===== config.mk =====
export PLATFORM = sky130hd
export DESIGN_NAME = bitmap_frame_allocator_core
export DESIGN_NICKNAME = d
export VERILOG_FILES = /design/src/hdl/bfa_pkg.sv /design/src/hdl/bfa_ram.sv /design/src/hdl/bfa_word_unit.sv /design/src/hdl/bitmap_frame_allocator_core.sv
export SDC_FILE = /design/constraint.sdc
export NUM_CORES = 1
export LEC_CHECK = 0
export ABC_AREA = 0
export BUFFER_PORTS_ARGS = -buffer_cell sky130_fd_sc_hd__buf_2
export CAP_MARGIN = 20
export CORE_ASPECT_RATIO = 1.75
export CORE_UTILIZATION = 68
export DETAILED_ROUTE_END_ITERATION = 7
export PLACE_DENSITY = 0.83
export REMOVE_ABC_BUFFERS = 1
export SETUP_SLACK_MARGIN = 0.02
export SLEW_MARGIN = 20
export SYNTH_ARGS = -nofsm -noshare
export SYNTH_HDL_FRONTEND = slang
export SYNTH_SLANG_ARGS = --single-unit

===== constraint.sdc =====
create_clock -name clk -period 17.2 [get_ports clk]
set_clock_uncertainty 0.05 [all_clocks]
set_input_delay 1.72 -clock clk [delete_from_list [all_inputs] [get_ports clk]]
set_output_delay 1.72 -clock clk [all_outputs]
set_load 0.02 [all_outputs]

===== src/hdl/bfa_pkg.sv =====
// Shared types and constants for the bitmap frame allocator.
// Used by bfa_word_unit and bitmap_frame_allocator_core; depends on nothing.
package bfa_pkg;

	// Field widths of the stream items and the configuration register.
	localparam int OP_W    = 2;
	localparam int FRAME_W = 10;
	localparam int STAT_W  = 2;
	localparam int CFG_W   = 11;
	localparam int COUNT_W = 11;

	// Packed stream widths, filled up to whole bytes.
	localparam int S_DATA_W = 16;
	localparam int M_DATA_W = 24;

	// Free map word geometry: one memory row holds WORD_W frame bits.
	localparam int WORD_W = 32;
	localparam int BIT_W  = 5;
	localparam int LIM_W  = 6;

	// Frames in use after reset.
	localparam int CFG_RESET = 1024;

	typedef logic [OP_W-1:0]   op_t;
	typedef logic [STAT_W-1:0] status_t;

	// Request codes.
	localparam op_t OP_ALLOC = 2'd0;
	localparam op_t OP_FREE  = 2'd1;
	localparam op_t OP_INIT  = 2'd2;
	localparam op_t OP_NOP   = 2'd3;

	// Result status codes.
	localparam status_t ST_OK      = 2'd0;
	localparam status_t ST_NO_FREE = 2'd1;
	localparam status_t ST_ALREADY = 2'd2;
	localparam status_t ST_INVALID = 2'd3;

	// Results of the shared word unit for one free map row.
	typedef struct packed {
		logic              found;
		logic [BIT_W-1:0]  low_bit;
		logic [WORD_W-1:0] alloc_word;
		logic              sel_bit;
		logic [WORD_W-1:0] free_word;
	} wu_res_t;

endpackage


===== src/hdl/bfa_ram.sv =====
// Generic single-write, single-read RAM with registered read data.
// Holds the free map rows; depends on nothing.
module bfa_ram #(
	parameter int WIDTH = 32,
	parameter int DEPTH = 32,
	localparam int AW = (DEPTH > 1) ? $clog2(DEPTH) : 1
) (
	input  logic             clk,
	input  logic             we,
	input  logic [AW-1:0]    waddr,
	input  logic [WIDTH-1:0] wdata,
	input  logic [AW-1:0]    raddr,
	output logic [WIDTH-1:0] rdata
);

	logic [WIDTH-1:0] mem [DEPTH];

	// Write port and registered read port.
	always_ff @(posedge clk) begin
		if (we) begin
			mem[waddr] <= wdata;
		end
		rdata <= mem[raddr];
	end

endmodule


===== src/hdl/bfa_word_unit.sv =====
// Shared word unit: masks one free map row to the frames in use, finds the
// lowest free bit, and tests or sets a selected bit. Depends on bfa_pkg.
module bfa_word_unit (
	input  logic [bfa_pkg::WORD_W-1:0] word,
	input  logic [bfa_pkg::LIM_W-1:0]  limit,
	input  logic [bfa_pkg::BIT_W-1:0]  bit_sel,
	output bfa_pkg::wu_res_t           res
);

	logic [bfa_pkg::WORD_W-1:0] in_use_mask;
	logic [bfa_pkg::WORD_W-1:0] masked;
	logic [bfa_pkg::WORD_W-1:0] lowest;
	logic [bfa_pkg::WORD_W-1:0] sel_onehot;
	logic [bfa_pkg::BIT_W-1:0]  enc;

	// Only bit positions below the limit belong to frames in use.
	always_comb begin
		for (int b = 0; b < bfa_pkg::WORD_W; b++) begin
			in_use_mask[b] = (bfa_pkg::LIM_W'(b) < limit);
		end
	end

	assign masked = word & in_use_mask;

	// Isolate the lowest set bit, then encode the one-hot position.
	assign lowest = masked & (~masked + bfa_pkg::WORD_W'(1));

	always_comb begin
		enc = '0;
		for (int b = 0; b < bfa_pkg::WORD_W; b++) begin
			if (lowest[b]) begin
				enc = enc | bfa_pkg::BIT_W'(b);
			end
		end
	end

	assign sel_onehot = bfa_pkg::WORD_W'(1) << bit_sel;

	always_comb begin
		res.found      = |masked;
		res.low_bit    = enc;
		res.alloc_word = word & ~lowest;
		res.sel_bit    = word[bit_sel];
		res.free_word  = word | sel_onehot;
	end

endmodule


===== src/hdl/bitmap_frame_allocator_core.sv =====
// Top level of the bitmap first-fit frame allocator: request sequencer,
// free counter and output register. Depends on bfa_pkg, bfa_ram, bfa_word_unit.
//
//  Channel  Dir  Handshake            Contents
//  s_*      in   s_tvalid/s_tready    operation, frame_index
//  m_*      out  m_tvalid/m_tready    status, frame, free_count
//  cfg_*    in   cfg_we               frames_in_use
//
// One request at a time. Allocate checks the free map rows from row 0 until it
// finds a free frame or passes the last row; the single memory read port paces
// the scan. A valid free checks its one row; initialize, no-op and allocate
// with no free frame go straight to the result. Reset clears the row valid bits
// at once, so every frame reads as free with no clearing pass. A result waiting
// on m_tready holds the next request only once it is finished.
// The input is not ready in a cycle that writes the configuration register.
module bitmap_frame_allocator_core #(
	parameter int MAX_FRAMES = 1024
) (
	input  logic                          clk,
	input  logic                          arst_n,
	input  logic                          cfg_we,
	input  logic [bfa_pkg::CFG_W-1:0]     cfg_wdata,  // frames_in_use
	input  logic                          s_tvalid,
	output logic                          s_tready,
	input  logic [bfa_pkg::S_DATA_W-1:0]  s_tdata,    // operation, frame_index
	output logic                          m_tvalid,
	input  logic                          m_tready,
	output logic [bfa_pkg::M_DATA_W-1:0]  m_tdata     // status, frame, free_count
);

	localparam int NUM_WORDS = (MAX_FRAMES + bfa_pkg::WORD_W - 1) / bfa_pkg::WORD_W;
	localparam int ROW_W     = (NUM_WORDS > 1) ? $clog2(NUM_WORDS) : 1;
	localparam int CMP_W     = ((ROW_W + bfa_pkg::BIT_W > bfa_pkg::CFG_W) ?
		(ROW_W + bfa_pkg::BIT_W) : bfa_pkg::CFG_W) + 1;
	localparam int RESET_FRAMES = (bfa_pkg::CFG_RESET > MAX_FRAMES) ?
		MAX_FRAMES : bfa_pkg::CFG_RESET;

	typedef enum logic [2:0] {
		IDLE,
		A_ISSUE,
		A_CHECK,
		F_ISSUE,
		F_CHECK,
		DONE
	} state_t;

	state_t                         state_q;
	logic [bfa_pkg::CFG_W-1:0]      cfg_q;
	logic [bfa_pkg::COUNT_W-1:0]    total_q;
	logic [NUM_WORDS-1:0]           valid_q;
	logic [ROW_W-1:0]               ptr_q;
	logic [bfa_pkg::BIT_W-1:0]      bit_sel_q;
	bfa_pkg::status_t               res_status_q;
	logic [bfa_pkg::FRAME_W-1:0]    res_frame_q;

	logic [bfa_pkg::CFG_W-1:0]      n_eff;
	bfa_pkg::op_t                   in_op;
	logic [bfa_pkg::FRAME_W-1:0]    in_idx;
	logic                           in_xfer;
	logic [CMP_W-1:0]               diff;
	logic                           last_row;
	logic [bfa_pkg::LIM_W-1:0]      limit;
	logic [ROW_W-1:0]               raddr;
	logic [bfa_pkg::WORD_W-1:0]     rdata;
	logic [bfa_pkg::WORD_W-1:0]     row_word;
	logic                           ram_we;
	logic [bfa_pkg::WORD_W-1:0]     ram_wdata;
	bfa_pkg::wu_res_t               wu;

	// Effective frame count, saturated at the map size.
	function automatic logic [bfa_pkg::CFG_W-1:0] eff_count(
		input logic [bfa_pkg::CFG_W-1:0] v
	);
		logic [bfa_pkg::CFG_W-1:0] r;
		if (v > MAX_FRAMES) begin
			r = bfa_pkg::CFG_W'(MAX_FRAMES);
		end else begin
			r = v;
		end
		return r;
	endfunction

	assign n_eff    = eff_count(cfg_q);
	assign in_op    = s_tdata[bfa_pkg::OP_W-1:0];
	assign in_idx   = s_tdata[bfa_pkg::OP_W +: bfa_pkg::FRAME_W];
	assign s_tready = (state_q == IDLE) && !cfg_we;
	assign in_xfer  = s_tvalid & s_tready;

	// Frames in use from the current row on; the last row needs a partial mask.
	assign diff     = CMP_W'(n_eff) - CMP_W'({ptr_q, bfa_pkg::BIT_W'(0)});
	assign last_row = (diff <= CMP_W'(bfa_pkg::WORD_W));
	assign limit    = last_row ? diff[bfa_pkg::LIM_W-1:0] : bfa_pkg::LIM_W'(bfa_pkg::WORD_W);

	// Read the next row ahead while the current one is checked.
	assign raddr = (state_q == A_CHECK) ? ROW_W'(ptr_q + ROW_W'(1)) : ptr_q;

	// A row never written since reset, the last configuration write or the last initialize reads as all free.
	assign row_word = valid_q[ptr_q] ? rdata : '1;

	assign ram_we = ((state_q == A_CHECK) && wu.found) ||
		((state_q == F_CHECK) && !wu.sel_bit);
	assign ram_wdata = (state_q == A_CHECK) ? wu.alloc_word : wu.free_word;

	bfa_ram #(
		.WIDTH (bfa_pkg::WORD_W),
		.DEPTH (NUM_WORDS)
	) u_map (
		.clk   (clk),
		.we    (ram_we),
		.waddr (ptr_q),
		.wdata (ram_wdata),
		.raddr (raddr),
		.rdata (rdata)
	);

	bfa_word_unit u_word (
		.word    (row_word),
		.limit   (limit),
		.bit_sel (bit_sel_q),
		.res     (wu)
	);

	// Request sequencer, free counter, row valid bits and output register.
	always_ff @(posedge clk or negedge arst_n) begin
		if (!arst_n) begin
			state_q      <= IDLE;
			cfg_q        <= bfa_pkg::CFG_W'(bfa_pkg::CFG_RESET);
			total_q      <= bfa_pkg::COUNT_W'(RESET_FRAMES);
			valid_q      <= '0;
			ptr_q        <= '0;
			bit_sel_q    <= '0;
			res_status_q <= bfa_pkg::ST_OK;
			res_frame_q  <= '0;
			m_tvalid     <= 1'b0;
			m_tdata      <= '0;
		end else begin
			// Output register drains here unless the finished state reloads it.
			if (m_tvalid && m_tready && (state_q != DONE)) begin
				m_tvalid <= 1'b0;
			end

			case (state_q)
				IDLE: begin
					if (cfg_we) begin
						cfg_q   <= cfg_wdata;
						valid_q <= '0;
						total_q <= bfa_pkg::COUNT_W'(eff_count(cfg_wdata));
					end else if (in_xfer) begin
						res_status_q <= bfa_pkg::ST_OK;
						res_frame_q  <= '0;
						case (in_op)
							bfa_pkg::OP_ALLOC: begin
								ptr_q <= '0;
								if (total_q == '0) begin
									res_status_q <= bfa_pkg::ST_NO_FREE;
									state_q      <= DONE;
								end else begin
									state_q <= A_ISSUE;
								end
							end
							bfa_pkg::OP_FREE: begin
								ptr_q     <= ROW_W'(in_idx >> bfa_pkg::BIT_W);
								bit_sel_q <= in_idx[bfa_pkg::BIT_W-1:0];
								if (bfa_pkg::CFG_W'(in_idx) >= n_eff) begin
									res_status_q <= bfa_pkg::ST_INVALID;
									state_q      <= DONE;
								end else begin
									state_q <= F_ISSUE;
								end
							end
							bfa_pkg::OP_INIT: begin
								valid_q <= '0;
								total_q <= bfa_pkg::COUNT_W'(n_eff);
								state_q <= DONE;
							end
							default: begin
								state_q <= DONE;
							end
						endcase
					end
				end
				A_ISSUE: begin
					state_q <= A_CHECK;
				end
				A_CHECK: begin
					if (wu.found) begin
						res_frame_q    <= bfa_pkg::FRAME_W'({ptr_q, wu.low_bit});
						valid_q[ptr_q] <= 1'b1;
						if (total_q != '0) begin
							total_q <= total_q - bfa_pkg::COUNT_W'(1);
						end
						state_q <= DONE;
					end else if (last_row) begin
						res_status_q <= bfa_pkg::ST_NO_FREE;
						state_q      <= DONE;
					end else begin
						ptr_q <= ptr_q + ROW_W'(1);
					end
				end
				F_ISSUE: begin
					state_q <= F_CHECK;
				end
				F_CHECK: begin
					if (wu.sel_bit) begin
						res_status_q <= bfa_pkg::ST_ALREADY;
					end else begin
						valid_q[ptr_q] <= 1'b1;
						if (total_q < bfa_pkg::COUNT_W'(n_eff)) begin
							total_q <= total_q + bfa_pkg::COUNT_W'(1);
						end
					end
					state_q <= DONE;
				end
				DONE: begin
					if (!m_tvalid || m_tready) begin
						m_tvalid <= 1'b1;
						m_tdata  <= {1'b0, total_q, res_frame_q, res_status_q};
						state_q  <= IDLE;
					end
				end
				default: begin
					state_q <= IDLE;
				end
			endcase
		end
	end

endmodule

==> impl_metrics.tcl <==
set metrics [dict create \
    outcome "complete, no violations" \
    io_buffer_count 52 \
    crit_path_start "ptr_q[2]" \
    fin_nets 2708 \
    ir_drop_uv 162.6 \
    seqPwrFrac 0.385 \
    wl_um 140900 \
    cts_buffers 95 \
    num_rows 128 \
    async_reset_ff_frac 0.08887 \
    r2r_cells 16 \
    grt_pass1_vias 28300 \
    synth_common_cells "edfxtp_1 (1024), mux4_2 (332), nor2_1 (158)" \
    synth_area_leader_cell "edfxtp_1" \
    place.gp.congestion 0.9983 \
    synth_compound_area_frac 0.04477 \
    slew_violations 0 \
    core_area_sq_um 69670 \
    regArea_sq_um 33970 \
    antenna_found_initial 5 \
    finalCriticalPeriod_ps 7833 \
    clkPwrFrac 0.227 \
    placed_area_sq_um 49740 \
    whs_ps 453.7 \
    crit_path_end_kind "flip-flop" \
    synth.area.top_cells "edfxtp_1 (64%), mux4_2 (16%), dfrtp_1 (5.3%)" \
    hold_path_end "m_tdata[19]" \
    wl_met1_um 44930 \
    setup_viol 0 \
    die_h_um 352.9 \
    hold_violations 0 \
    cts_sinks 1159 \
    synth_mux_area_frac 0.1752 \
    postSynthAreaPerCell_sq_um 18.78 \
    synth_top_family_by_area "multiplexers" \
    grt_max_degree 157 \
    postCtsResizedCells 0 \
    multi_input_area_sq_um 13780 \
    clock_latency_ps 680 \
    synth_top_area_share 0.6427 \
    synth-xor-area-share 0.002014 \
    ys.flop_type "edfxtp_1" \
    drtPass1Iterations 8 \
    critPathArrivalTime_ps 8100 \
    p_leak_nw 17.03 \
    path_class "reg2reg" \
    sw_frac_of_total 0.3522 \
    clk_path_buf_depth 3 \
    grt_pass1_wl_um 201300 \
    r2r_slack_ps 9370 \
    synth_adder_area_share 0.01156 \
    highest_layer "met5" \
    ys_ff_latch 1159 \
    cts_root_buf "clkbuf_16" \
    maxSlewHeadroom 0.2287 \
    netlist_area_sq_um 47840 \
    layout-drive-gt1-share 0.2809 \
    boundaryPins 58 \
    antenna_left 0 \
    post_cts_buffers 0 \
    r2r-start "ptr_q[2]" \
    required_ps 17460 \
    min-delay-start "m_tdata[19]" \
    powerDensity_nw_per_um2 186.3 \
    die_area_sq_um 71460 \
    hp-class "reg2reg" \
    switchingPower_w 0.003479 \
    wl_met3_um 13900 \
    grt_usage 0.4062 \
    htreeDepth 3 \
    wl_per_cell_um 38.85 \
    rsz0062_at_grt "false" \
    p_int_w 0.006398 \
    synthMostInstantiatedCell "edfxtp_1" \
    ctsHoldBuffers 0 \
    vias 27860 \
    yosys_warnings 0 \
    fp.dieW_um 202.5 \
    cts.clk_slew.worst_paths_ps 70 \
    setup_slack_ps 9367 \
    power_frac_comb 0.388 \
    nFillCells 3618 \
    synthSimpleGateAreaFrac 0.04284 \
    cts_tree "built" \
    max_freq_ghz 0.1277 \
    area_growth_pct 10.83 \
    r2r_end "u_map.mem[1][12]" \
    preCtsSetupSlack_ps 9586 \
    wl_met2_um 71850 \
    drv_cap 0 \
    synth_seq_area_share 0.7101 \
    worst_pin_slew_ps 1146 \
    critPathMaxFanout 23 \
    cp-start-kind "flip-flop" \
    synth.distinct_cells 84 \
    drc 0 \
    vias_per_cell 7.683 \
    drt_iter0_drc 4401 \
    overflow 0 \
    dp_hpwl_um 76880 \
    fin_tns_setup_ps 0 \
    start_util 0.6867 \
    synthCells 2547 \
    finalCritPeriodShare 0.4554 \
    synth-edff-count 1024 \
    hold_depth 1 \
    design_area_sq_um 53020 \
]
## kinds of logic after synthesis
kind of cell	after synthesis
buf+inv	168
flops	1159
xor+xnor	11
other cells	1
mux	414
simple gates	427
fa+ha+maj	43
compound gates	324
## flip-flops by register name, indices dropped and copies added (netlist names)
name          count
total_q          11
ptr_q             5
u_map.mem      1024
m_tdata          23
u_map.rdata      32
res_frame_q      10
state_q           3
m_tvalid          1
cfg_q            11
res_status_q      2
bit_sel_q         5
valid_q          32
## worst max path at each step
stage                                   to  slack, ps
final                     u_map.mem[1][12]       9370
after global routing      u_map.mem[1][12]       9220
after CTS                 u_map.mem[1][12]       9550
after detailed placement  u_map.mem[1][13]       9590
after global placement    u_map.mem[4][13]       9570
after floorplan             u_map.rdata[0]       1270
## per-stage QoR
step | instances | utilization | power, W
2_1_floorplan | 2409 | - | 0.007363
5_1_grt | 3624 | 0.7610 | 0.01016
3_5_place_dp | 3446 | 0.7140 | 0.007547
6_report | 3626 | 0.7611 | 0.009877
4_1_cts | 3623 | 0.7594 | 0.009824
3_3_place_gp | 3446 | 0.7138 | 0.007392
## cells in the final DEF (no fill, tap or decap), types with 17 or more instances in the layout
cell / instances
edfxtp_1: 1024
mux4_2: 332
nor2_1: 122
dfrtp_1: 101
clkbuf_16: 98
nand2_1: 87
buf_4: 74
mux2_2: 66
a21oi_1: 65
o21ai_0: 63
buf_2: 51
ha_1: 40
nor3_1: 37
nor2_4: 32
dfxtp_1: 32
nand3_1: 30
inv_1: 29
a41oi_1: 28
clkinv_2: 21
o22ai_1: 19
clkinv_1: 17
a211oi_1: 17
## power by group through the flow
stage / sequential, W / combinational [W] / clock (W)
floorplan: 0.00378 / 0.00358 / 0
global placement: 0.00384 / 0.00356 / 0
detailed placement: 0.00385 / 0.00370 / 0
CTS: 0.00379 / 0.00377 / 0.00226
global route: 0.00381 / 0.00401 / 0.00234
finish: 0.00381 / 0.00383 / 0.00224
## worst max-delay path: stages, from the launching register on
cell     delay [ps]
dfrtp_1         830
inv_1           510
ha_1            480
a211o_1         270
o221a_2         250
a211o_1         370
nand4_1         530
nor2_1          320
buf_4           250
o22ai_1         470
or3_1           300
nor4_4           60
buf_4           210
o21ai_2         430
nand2_1         640
nor2_4          940
buf_4           500
## per-layer routing
| layer | track usage | vias up |
|---|---|---|
| met3 | 0.06848 | 569 |
| met2 | 0.6752 | 2418 |
| met4 | 0.2529 | 2 |
| li1 | - | 10680 |
| met5 | 0 | - |
| met1 | 0.5003 | 14200 |
## final cells by class
type,instances,area share
Sequential cell,1159,0.6407
Multi-Input combinational cell,1220,0.2599
Clock buffer,115,0.04802
Tap cell,910,0.02147
Timing Repair Buffer,127,0.01605
Clock inverter,62,0.01159
Inverter,30,0.002124
Antenna cell,3,0.0001416
(Power assumes the default switching activity.)
